[config.mk]
export PLATFORM = sky130hd
export DESIGN_NAME = http_response_chunk_decoder_unit_flat
export DESIGN_NICKNAME = d
export VERILOG_FILES = /design/src/rtl/hrcd_pkg.sv /design/src/rtl/hrcd_ifs.sv /design/src/rtl/hrcd_parser.sv /design/src/rtl/hrcd_result_fifo.sv /design/src/rtl/http_response_chunk_decoder_unit.sv /design/src/flat_wrapper.sv
export VERILOG_INCLUDE_DIRS = /design/src /design/src/rtl
export SDC_FILE = /design/constraint.sdc
export NUM_CORES = 1
export LEC_CHECK = 0
export BUFFER_PORTS_ARGS = -buffer_cell sky130_fd_sc_hd__buf_2
export CELL_PAD_IN_SITES_DETAIL_PLACEMENT = 0
export CELL_PAD_IN_SITES_GLOBAL_PLACEMENT = 1
export CORE_MARGIN = 2
export CORE_UTILIZATION = 44
export CTS_CLUSTER_DIAMETER = 30
export DETAILED_ROUTE_END_ITERATION = 8
export PLACE_DENSITY = 0.82
export SLEW_MARGIN = 20
export SYNTH_ARGS = -nofsm -noshare
export SYNTH_HDL_FRONTEND = slang
export SYNTH_SLANG_ARGS = --single-unit
export TNS_END_PERCENT = 50
[constraint.sdc]
create_clock -name clk -period 3.5 [get_ports clk]
set_input_delay 0.35 -clock clk [delete_from_list [all_inputs] [get_ports clk]]
set_output_delay 0.35 -clock clk [all_outputs]
set_load 0.02 [all_outputs]
[src/rtl/http_response_chunk_decoder_unit_macros.svh]
// Assertion macros for the chunk decoder.
`ifndef HTTP_RESPONSE_CHUNK_DECODER_UNIT_MACROS_SVH
`define HTTP_RESPONSE_CHUNK_DECODER_UNIT_MACROS_SVH

`ifndef ASSERT_OFF
// Property that must hold at every edge outside reset.
`define HRCD_ASSERT(label, clk, rst, prop) \
  label: assert property (@(posedge clk) disable iff (rst) (prop)) \
    else $error("hrcd assertion failed");
// Condition in one cycle that forces a condition in the next.
`define HRCD_ASSERT_NEXT(label, clk, rst, cond, nxt) \
  label: assert property (@(posedge clk) disable iff (rst) (cond) |=> (nxt)) \
    else $error("hrcd assertion failed");
`else
`define HRCD_ASSERT(label, clk, rst, prop)
`define HRCD_ASSERT_NEXT(label, clk, rst, cond, nxt)
`endif

`endif

[src/rtl/hrcd_pkg.sv]
package hrcd_pkg;

  localparam int CHUNK_SIZE_BITS_DEFAULT = 32;

  // header pattern, matched case-insensitively
  localparam int PAT_LEN = 26;
  localparam logic [PAT_LEN*8-1:0] TE_PATTERN = "transfer-encoding: chunked";

  localparam int STATUS_MAX = 999;
  localparam logic [1:0] SKIP_BYTES = 2'd2;

  // result queue
  localparam int RESULT_FIFO_DEPTH = 4;
  localparam int FIFO_PTR_W = $clog2(RESULT_FIFO_DEPTH);
  localparam int FIFO_LEVEL_W = $clog2(RESULT_FIFO_DEPTH + 1);

  // characters of interest
  localparam logic [7:0] CH_TAB  = 8'h09;
  localparam logic [7:0] CH_LF   = 8'h0a;
  localparam logic [7:0] CH_VT   = 8'h0b;
  localparam logic [7:0] CH_FF   = 8'h0c;
  localparam logic [7:0] CH_CR   = 8'h0d;
  localparam logic [7:0] CH_SP   = 8'h20;
  localparam logic [7:0] CH_PLUS = 8'h2b;
  localparam logic [7:0] CH_LC_T = 8'h74;

  typedef enum logic [2:0] {
    PH_STATUS,
    PH_HEADER,
    PH_PLAIN,
    PH_CSIZE,
    PH_CEXT,
    PH_CDATA,
    PH_CSKIP,
    PH_DONE
  } phase_t;

  typedef enum logic [1:0] {
    SUB_BEFORE,
    SUB_WS,
    SUB_DIGITS,
    SUB_END
  } status_sub_t;

  typedef enum logic {
    KIND_BODY    = 1'b0,
    KIND_SUMMARY = 1'b1
  } result_kind_t;

  typedef struct packed {
    logic       result_kind;
    logic [7:0] body_byte;
    logic [9:0] status_code;
    logic       response_ok;
    logic       was_chunked;
    logic       truncated;
    logic       last;
  } result_t;

  // up to two results per item, written in order
  typedef struct packed {
    logic [1:0] count;
    result_t    first;
    result_t    second;
  } result_push_t;

  function automatic logic [7:0] te_char(logic [4:0] idx);
    logic [7:0] c;
    c = 8'h00;
    for (int i = 0; i < PAT_LEN; i++) begin
      if (idx == 5'(i)) c = TE_PATTERN[8*(PAT_LEN-1-i) +: 8];
    end
    return c;
  endfunction

  function automatic logic [7:0] to_lower(logic [7:0] b);
    return (b >= "A" && b <= "Z") ? b + 8'd32 : b;
  endfunction

  function automatic logic is_hex(logic [7:0] b);
    return (b >= "0" && b <= "9") || (b >= "a" && b <= "f") || (b >= "A" && b <= "F");
  endfunction

  function automatic logic [3:0] hex_value(logic [7:0] b);
    logic [7:0] v;
    if (b >= "0" && b <= "9") v = b - "0";
    else if (b >= "a" && b <= "f") v = b - "a" + 8'd10;
    else v = b - "A" + 8'd10;
    return v[3:0];
  endfunction

endpackage

[src/rtl/hrcd_ifs.sv]
// Input channel: at most one raw response byte per item.
interface hrcd_in_if;
  logic       valid;
  logic       ready;
  logic [7:0] data_byte;
  logic       byte_valid;
  logic       stream_end;

  modport source (output valid, data_byte, byte_valid, stream_end, input ready);
  modport sink (input valid, data_byte, byte_valid, stream_end, output ready);
endinterface

// Output channel: decoded body byte or end-of-response summary.
interface hrcd_out_if;
  logic       valid;
  logic       ready;
  logic       result_kind;
  logic [7:0] body_byte;
  logic [9:0] status_code;
  logic       response_ok;
  logic       was_chunked;
  logic       truncated;
  logic       last;

  modport source (output valid, result_kind, body_byte, status_code, response_ok,
                  was_chunked, truncated, last, input ready);
  modport sink (input valid, result_kind, body_byte, status_code, response_ok,
                was_chunked, truncated, last, output ready);
endinterface

[src/rtl/hrcd_parser.sv]
module hrcd_parser
  import hrcd_pkg::*;
#(
  parameter int CHUNK_SIZE_BITS = CHUNK_SIZE_BITS_DEFAULT
) (
  input  logic         clk,
  input  logic         rst,
  input  logic         take,
  input  logic [7:0]   data_byte,
  input  logic         byte_valid,
  input  logic         stream_end,
  output result_push_t push
);

  localparam logic [CHUNK_SIZE_BITS-1:0] SIZE_MAX = '1;

  phase_t                     phase, phase_next;
  status_sub_t                sub, sub_next;
  logic [1:0]                 term, term_next;
  logic [4:0]                 pat, pat_next;
  logic [9:0]                 status_value, status_next;
  logic                       chunked_seen, chunked_next;
  logic [CHUNK_SIZE_BITS-1:0] chunk_rem, chunk_rem_next;
  logic [1:0]                 skip_count, skip_next;
  logic                       summary_sent, summary_next;

  logic        live;
  logic        emit;
  logic        finish;
  logic [7:0]  lower;
  logic        is_ws;
  logic        is_dig;
  logic [13:0] status_mul;
  result_t     body_res, sum_res;

  assign live   = take && !summary_sent;
  assign lower  = to_lower(data_byte);
  assign is_dig = data_byte >= "0" && data_byte <= "9";
  assign is_ws  = data_byte == CH_SP || data_byte == CH_TAB || data_byte == CH_LF ||
                  data_byte == CH_VT || data_byte == CH_FF || data_byte == CH_CR;
  // value*10 + digit, wide enough that saturation is a plain compare
  assign status_mul = {1'b0, status_value, 3'b000} + {3'b000, status_value, 1'b0} +
                      {10'd0, data_byte[3:0]};

  // per-byte state update
  always_comb begin
    phase_next     = phase;
    sub_next       = sub;
    term_next      = term;
    pat_next       = pat;
    status_next    = status_value;
    chunked_next   = chunked_seen;
    chunk_rem_next = chunk_rem;
    skip_next      = skip_count;
    emit           = 1'b0;
    if (live && byte_valid) begin
      unique case (phase)
        PH_STATUS, PH_HEADER: begin
          // header pattern search
          if (lower == te_char(pat)) begin
            if (pat == 5'(PAT_LEN - 1)) begin
              chunked_next = 1'b1;
              pat_next     = '0;
            end else begin
              pat_next = pat + 5'd1;
            end
          end else begin
            pat_next = (lower == CH_LC_T) ? 5'd1 : 5'd0;
          end
          // blank line ends the header
          if (data_byte == CH_LF && term == 2'd3) begin
            term_next = '0;
            if (sub == SUB_BEFORE) begin
              phase_next = PH_DONE;
            end else if (chunked_next) begin
              phase_next     = PH_CSIZE;
              chunk_rem_next = '0;
            end else begin
              phase_next = PH_PLAIN;
            end
          end else begin
            if (data_byte == CH_CR) term_next = (term == 2'd2) ? 2'd3 : 2'd1;
            else if (data_byte == CH_LF && term == 2'd1) term_next = 2'd2;
            else term_next = 2'd0;
            // status line parsing
            if (phase == PH_STATUS) begin
              if (data_byte == CH_LF && term == 2'd1) begin
                phase_next = PH_HEADER;
                if (sub != SUB_BEFORE) sub_next = SUB_END;
              end else begin
                unique case (sub)
                  SUB_BEFORE: if (data_byte == CH_SP) sub_next = SUB_WS;
                  SUB_WS: begin
                    if (!is_ws) begin
                      if (data_byte == CH_PLUS) begin
                        sub_next = SUB_DIGITS;
                      end else if (is_dig) begin
                        status_next = {6'd0, data_byte[3:0]};
                        sub_next    = SUB_DIGITS;
                      end else begin
                        status_next = '0;
                        sub_next    = SUB_END;
                      end
                    end
                  end
                  SUB_DIGITS: begin
                    if (is_dig) begin
                      status_next = (status_mul > 14'(STATUS_MAX)) ? 10'(STATUS_MAX)
                                                                   : status_mul[9:0];
                    end else begin
                      sub_next = SUB_END;
                    end
                  end
                  SUB_END: ;
                endcase
              end
            end
          end
        end
        PH_PLAIN: emit = 1'b1;
        PH_CSIZE: begin
          if (is_hex(data_byte)) begin
            if (chunk_rem > (SIZE_MAX >> 4)) chunk_rem_next = SIZE_MAX;
            else chunk_rem_next = {chunk_rem[CHUNK_SIZE_BITS-5:0], hex_value(data_byte)};
          end else begin
            phase_next = PH_CEXT;
            term_next  = (data_byte == CH_CR) ? 2'd1 : 2'd0;
          end
        end
        PH_CEXT: begin
          if (data_byte == CH_LF && term == 2'd1) begin
            term_next  = '0;
            phase_next = (chunk_rem == '0) ? PH_DONE : PH_CDATA;
          end else begin
            term_next = (data_byte == CH_CR) ? 2'd1 : 2'd0;
          end
        end
        PH_CDATA: begin
          emit           = 1'b1;
          chunk_rem_next = chunk_rem - 1'b1;
          if (chunk_rem_next == '0) begin
            phase_next = PH_CSKIP;
            skip_next  = SKIP_BYTES;
          end
        end
        PH_CSKIP: begin
          if (skip_count != '0) skip_next = skip_count - 2'd1;
          if (skip_next == '0) begin
            phase_next     = PH_CSIZE;
            chunk_rem_next = '0;
            term_next      = '0;
          end
        end
        PH_DONE: ;
      endcase
    end
  end

  assign finish       = live && stream_end;
  assign summary_next = summary_sent || finish;

  // results of this item
  always_comb begin
    body_res             = '0;
    body_res.result_kind = KIND_BODY;
    body_res.body_byte   = data_byte;

    sum_res             = '0;
    sum_res.result_kind = KIND_SUMMARY;
    sum_res.status_code = status_next;
    sum_res.response_ok = phase_next != PH_STATUS && phase_next != PH_HEADER &&
                          sub_next != SUB_BEFORE;
    sum_res.was_chunked = chunked_next;
    sum_res.truncated   = phase_next == PH_CDATA && chunk_rem_next != '0;
    sum_res.last        = 1'b1;

    push.count  = {1'b0, emit} + {1'b0, finish};
    push.first  = emit ? body_res : sum_res;
    push.second = sum_res;
  end

  // state registers
  always_ff @(posedge clk) begin
    if (rst) begin
      phase        <= PH_STATUS;
      sub          <= SUB_BEFORE;
      term         <= '0;
      pat          <= '0;
      status_value <= '0;
      chunked_seen <= 1'b0;
      chunk_rem    <= '0;
      skip_count   <= '0;
      summary_sent <= 1'b0;
    end else begin
      phase        <= phase_next;
      sub          <= sub_next;
      term         <= term_next;
      pat          <= pat_next;
      status_value <= status_next;
      chunked_seen <= chunked_next;
      chunk_rem    <= chunk_rem_next;
      skip_count   <= skip_next;
      summary_sent <= summary_next;
    end
  end

endmodule

[src/rtl/hrcd_result_fifo.sv]
module hrcd_result_fifo
  import hrcd_pkg::*;
(
  input  logic                    clk,
  input  logic                    rst,
  input  result_push_t            push,
  input  logic                    pop,
  output result_t                 head,
  output logic                    head_valid,
  output logic [FIFO_LEVEL_W-1:0] level
);

  result_t                 entries [RESULT_FIFO_DEPTH];
  logic [FIFO_PTR_W-1:0]   wr_ptr, rd_ptr;
  logic [FIFO_PTR_W-1:0]   wr_ptr_1;

  assign wr_ptr_1   = wr_ptr + 1'b1;
  assign head       = entries[rd_ptr];
  assign head_valid = level != '0;

  // storage; the second result of an item goes one slot behind the first
  always_ff @(posedge clk) begin
    if (push.count != 2'd0) entries[wr_ptr] <= push.first;
    if (push.count == 2'd2) entries[wr_ptr_1] <= push.second;
  end

  // pointers and fill level
  always_ff @(posedge clk) begin
    if (rst) begin
      wr_ptr <= '0;
      rd_ptr <= '0;
      level  <= '0;
    end else begin
      wr_ptr <= wr_ptr + FIFO_PTR_W'(push.count);
      if (pop) rd_ptr <= rd_ptr + 1'b1;
      level <= level + FIFO_LEVEL_W'(push.count) - FIFO_LEVEL_W'(pop);
    end
  end

endmodule

[src/rtl/http_response_chunk_decoder_unit.sv]
// HTTP/1.1 response decoder. One raw byte item is taken per clock. The first result
// an item causes (a body byte, or the summary when no byte goes out) is written into
// the result queue on acceptance. When the stream_end item also passes a body byte,
// its summary follows in the cycle after that byte leaves. Results wait in a four-entry
// queue, so input is taken while the queue has room for two more results; with the
// output always ready the block sustains one item per cycle. The item carrying
// stream_end is the last one that produces results until the next reset.
`include "http_response_chunk_decoder_unit_macros.svh"

module http_response_chunk_decoder_unit
  import hrcd_pkg::*;
#(
  parameter int CHUNK_SIZE_BITS = CHUNK_SIZE_BITS_DEFAULT
) (
  input  logic       clk,
  input  logic       rst,
  hrcd_in_if.sink    byte_ch,
  hrcd_out_if.source result_ch
);

  result_push_t            push;
  result_t                 head;
  logic                    head_valid;
  logic [FIFO_LEVEL_W-1:0] level;
  logic                    take;
  logic                    pop;

  // room for the two results one item can cause
  assign byte_ch.ready = level <= FIFO_LEVEL_W'(RESULT_FIFO_DEPTH - 2);
  assign take          = byte_ch.valid && byte_ch.ready;
  assign pop           = result_ch.valid && result_ch.ready;

  hrcd_parser #(
    .CHUNK_SIZE_BITS (CHUNK_SIZE_BITS)
  ) u_parser (
    .clk        (clk),
    .rst        (rst),
    .take       (take),
    .data_byte  (byte_ch.data_byte),
    .byte_valid (byte_ch.byte_valid),
    .stream_end (byte_ch.stream_end),
    .push       (push)
  );

  hrcd_result_fifo u_fifo (
    .clk        (clk),
    .rst        (rst),
    .push       (push),
    .pop        (pop),
    .head       (head),
    .head_valid (head_valid),
    .level      (level)
  );

  // output channel
  assign result_ch.valid       = head_valid;
  assign result_ch.result_kind = head.result_kind;
  assign result_ch.body_byte   = head.body_byte;
  assign result_ch.status_code = head.status_code;
  assign result_ch.response_ok = head.response_ok;
  assign result_ch.was_chunked = head.was_chunked;
  assign result_ch.truncated   = head.truncated;
  assign result_ch.last        = head.last;

  // checks
  `HRCD_ASSERT(a_level_bound, clk, rst, level <= FIFO_LEVEL_W'(RESULT_FIFO_DEPTH))
  `HRCD_ASSERT(a_push_only_on_take, clk, rst, !take |-> push.count == 2'd0)
  `HRCD_ASSERT(a_summary_marks_last, clk, rst, result_ch.valid |-> (result_ch.result_kind == result_ch.last))
  `HRCD_ASSERT_NEXT(a_nothing_after_last, clk, rst, pop && result_ch.last, !result_ch.valid)

endmodule

[src/flat_wrapper.sv]
// flat-port wrapper written by rule: the top's interface ports become plain ports
module http_response_chunk_decoder_unit_flat import hrcd_pkg::*;
#(
  parameter int CHUNK_SIZE_BITS = CHUNK_SIZE_BITS_DEFAULT
)
  (clk, rst, byte_ch_valid, byte_ch_data_byte, byte_ch_byte_valid, byte_ch_stream_end, byte_ch_ready, result_ch_valid, result_ch_result_kind, result_ch_body_byte, result_ch_status_code, result_ch_response_ok, result_ch_was_chunked, result_ch_truncated, result_ch_last, result_ch_ready);
  hrcd_in_if byte_ch_i ();
  hrcd_out_if result_ch_i ();
  input  logic clk;
  input  logic rst;
  input wire logic [$bits(byte_ch_i.valid)-1:0] byte_ch_valid;
  input wire logic [$bits(byte_ch_i.data_byte)-1:0] byte_ch_data_byte;
  input wire logic [$bits(byte_ch_i.byte_valid)-1:0] byte_ch_byte_valid;
  input wire logic [$bits(byte_ch_i.stream_end)-1:0] byte_ch_stream_end;
  output wire logic [$bits(byte_ch_i.ready)-1:0] byte_ch_ready;
  output wire logic [$bits(result_ch_i.valid)-1:0] result_ch_valid;
  output wire logic [$bits(result_ch_i.result_kind)-1:0] result_ch_result_kind;
  output wire logic [$bits(result_ch_i.body_byte)-1:0] result_ch_body_byte;
  output wire logic [$bits(result_ch_i.status_code)-1:0] result_ch_status_code;
  output wire logic [$bits(result_ch_i.response_ok)-1:0] result_ch_response_ok;
  output wire logic [$bits(result_ch_i.was_chunked)-1:0] result_ch_was_chunked;
  output wire logic [$bits(result_ch_i.truncated)-1:0] result_ch_truncated;
  output wire logic [$bits(result_ch_i.last)-1:0] result_ch_last;
  input wire logic [$bits(result_ch_i.ready)-1:0] result_ch_ready;
  assign byte_ch_i.valid = byte_ch_valid;
  assign byte_ch_i.data_byte = byte_ch_data_byte;
  assign byte_ch_i.byte_valid = byte_ch_byte_valid;
  assign byte_ch_i.stream_end = byte_ch_stream_end;
  assign byte_ch_ready = byte_ch_i.ready;
  assign result_ch_valid = result_ch_i.valid;
  assign result_ch_result_kind = result_ch_i.result_kind;
  assign result_ch_body_byte = result_ch_i.body_byte;
  assign result_ch_status_code = result_ch_i.status_code;
  assign result_ch_response_ok = result_ch_i.response_ok;
  assign result_ch_was_chunked = result_ch_i.was_chunked;
  assign result_ch_truncated = result_ch_i.truncated;
  assign result_ch_last = result_ch_i.last;
  assign result_ch_i.ready = result_ch_ready;
  http_response_chunk_decoder_unit #(.CHUNK_SIZE_BITS(CHUNK_SIZE_BITS)) u_core (.clk(clk), .rst(rst), .byte_ch(byte_ch_i), .result_ch(result_ch_i));
endmodule
==> metrics <==
Netlist Area Pre-Place=10300 um2; boundary pin count=39; GP Congestion=0.948; hold path depth=3; Max Slew Vio Count=0; clock root buffer=clkbuf_16; syn avg cell area=8.68 um2; GRT Resource Usage Total=26.3%; worst skew pair latency=0.44 ns; EDFF count, synth=52; leakage=0.00494 uW; gr ovfl total=0; Max VDD drop=0.284 mV; ANT cells=0; hold crit path type=in -> reg; PortBufs=38; Clock transition at path regs=0.07 ns; vias in the first global route=9245; switching share of total power=33.6%; Cells after Synth=1190; worst endpoint required time=3.67 ns; Die Height=157 um; Post-DRT Antenna Nets=0; via count=9937; most used flip-flop cell after synthesis=dfxtp_1; clock power share=36.0%; DRC=0; WS Path Type=reg -> reg; DIE WIDTH=157 um; final cycle utilization of the critical path=95.6%; skew final=0.0149 ns; total of warnings raised by yosys=0; CP Cell Sequence=inv_1, ha_1, buf_4, nor3b_4, nand2_1, or3_4, o31ai_2, a31oi_1, a2111oi_2, nand3_1, nor4_4, nor4_1; Synth cell types=88; Worst R2R Start=u_core.u_parser.chunk_rem[1]; relative slew slack=31.4%; Initial DRC Count=970; setup slack, reg-to-reg=0.15 ns; first-pass GRT wire length=51000 um; Flop pwr share=39.3%; worst hold endpoint=u_core.u_fifo.entries[0][20]; initial antenna violation count=0; Buf+Inv Stages, Crit Path=2; Clock Path Buffers=2; vias per cell=6.04; Worst R2R End=u_core.u_fifo.entries[1][1]; CTS Sinks=155; Final #Nets=1376; Initial Util=44.4%; Hold Startpoint=byte_ch_data_byte[6]; CP max stage delay=0.41 ns; status=complete, no violations; commonest cells after routing, fill and taps aside=nor2_1, buf_4, dfxtp_1, nand2_1; cell family with most CP delay=simple AND/OR/NAND/NOR gates; # setup viols final=0; largest net degree at the start of global routing=49; share of synthesized registers carrying an async set or reset=0%; Power Internal=3450 uW; Comb pwr share=24.7%; Final Core Density=53.7%; # rows=56; Crit. End Element=flip-flop; switching power=1740 uW; DR pass1 iterations=5; WL final=32400 um; Inserted Clock Buffers=17; Detail Placement HPWL=23000 um; Hold Fails Final Rpt=0; Power Density=416 nW/um2; RSZ-0062 raised after global routing=yes; WP data arrival=3.52 ns; Post-Synthesis Net Count=1253; Layout area overhead=21.0%; Critical Path Fanout Max=8; routed len/inst=19.7 um; Power Total=5200 uW; layout cells sized above 1=22.5%; DIE AREA=24700 um2; htree depth=4; TritonCTS clock tree=yes; crit path time final=3.35 ns; CP max-delay cell=nor4_4; commonest non-fill, non-tap cell in the layout=nor2_1; Worst setup SP type=flip-flop; f_max=299 MHz; sequential share of the synthesized area=35.1%; Seq cells post-synth=155; worst slew pin tran=1.03 ns; Core Footprint=23300 um2; worst r2r path cells=12; max_cap viols=0
==> registers in the layout, summed over array words and instances, names as in the netlist, named ones only <==
register and cells:
u_core.u_fifo.entries 88, u_core.u_fifo.wr_ptr 2, u_core.u_parser.term 2, u_core.u_fifo.level 3, u_core.u_parser.chunked_seen 1, u_core.u_parser.status_value 10
u_core.u_parser.sub 2, u_core.u_parser.pat 5, u_core.u_parser.phase 3, u_core.u_fifo.rd_ptr 2, u_core.u_parser.summary_sent 1, u_core.u_parser.chunk_rem 32
u_core.u_parser.skip_count 2
==> worst register-to-register path: cells and delay by family (launching register included) <==
kind	cells	cell delay (ns)
DFF	1	0.33
adders and majority gates	1	0.19
and+or+nand+nor	6	1.47
AOI/OAI and AO/OA	3	0.80
buffers and inverters	2	0.30
==> how the worst max path moves through the flow <==
stage,end,depth (start not counted),start
after global routing,u_core.u_fifo.entries[3][4],15,u_core.u_parser.status_value[0]
after floorplan,u_core.u_fifo.entries[0][6],13,u_core.u_fifo.level[1]
after global placement,u_core.u_fifo.entries[0][6],13,byte_ch_data_byte[3]
final,u_core.u_fifo.entries[1][1],12,u_core.u_parser.chunk_rem[1]
after detailed placement,u_core.u_fifo.entries[2][6],13,byte_ch_data_byte[3]
after CTS,u_core.u_fifo.entries[2][6],12,u_core.u_parser.status_value[0]
==> power by group through the flow <==
stage                     logic (uW)  registers (uW)  clock network [uW]
after floorplan                  893            2050                   0
after global placement          1260            2080                   0
after detailed placement        1270            2080                   0
after CTS                       1280            2040                1890
after global routing            1400            2060                1960
final                           1280            2040                1870
==> synth_stat cells, types with 19 or more instances <==
cell type / number / area [um2]
inv_1: 44 / 165
a31oi_1: 27 / 169
nand2_1: 80 / 300
nor4_1: 24 / 150
clkbuf_1: 60 / 225
edfxtp_1: 52 / 1560
nand4_1: 22 / 138
a22o_1: 33 / 289
a21oi_1: 58 / 290
ha_1: 46 / 576
nand3_1: 19 / 95.1
dfxtp_1: 103 / 2060
xnor2_1: 27 / 236
nor3_1: 35 / 175
mux4_2: 22 / 495
nand2b_1: 27 / 169
o21ai_0: 61 / 305
o41ai_1: 21 / 184
nor2_1: 165 / 619
==> per-layer routing <==
layer	wire length [um]	share of wire, %	up-vias	global-route usage, %
met5	0	0	-	0
met4	936	2.9	0	9.13
met3	1980	6.1	78	4.21
met2	15500	48	380	42.5
met1	14000	43	4783	35.6
li1	-	-	4696	-
==> per-stage QoR <==
step	setup WS, ns	TNS (ns)	cells	area, um2	hold slack (ns)
after detailed placement	-0.387	-6.24	1609	11700	0.437
final	0.153	0	1645	12500	0.330
after global placement	-0.249	-3.99	1609	11700	0.426
after floorplan	0.0734	0	1190	10300	0.417
after CTS	0.00365	0	1641	12300	0.309
after global routing	-0.0345	-0.107	1645	12500	0.334
==> logic make-up after synthesis <==
logic type,share of synthesized area [%]
AOI/OAI and AO/OA,20.2
muxes,4.90
buffers and inverters,5.34
and+or+nand+nor,25.0
DFF,35.1
adders and majority gates,6.16
xor gates and xnor gates,3.31
==> timing repair <==
action                                  in CTS  in global routing
endpoints found under the setup margin      25                 38
setup buffers                                0                  4
hold buffers                                 0                  0
resized for setup                            7                 39
pin swaps                                    0                 11
==> cell type report <==
class,instances,area (um2)
inverters,44,165
clock buffers,17,425
repair buffers,192,1350
well taps,319,399
flip-flops and latches,155,3620
clock inverters,15,161
fillers,2124,10800
multi-input cells,903,6370
Power figures use the tool's default switching activity.
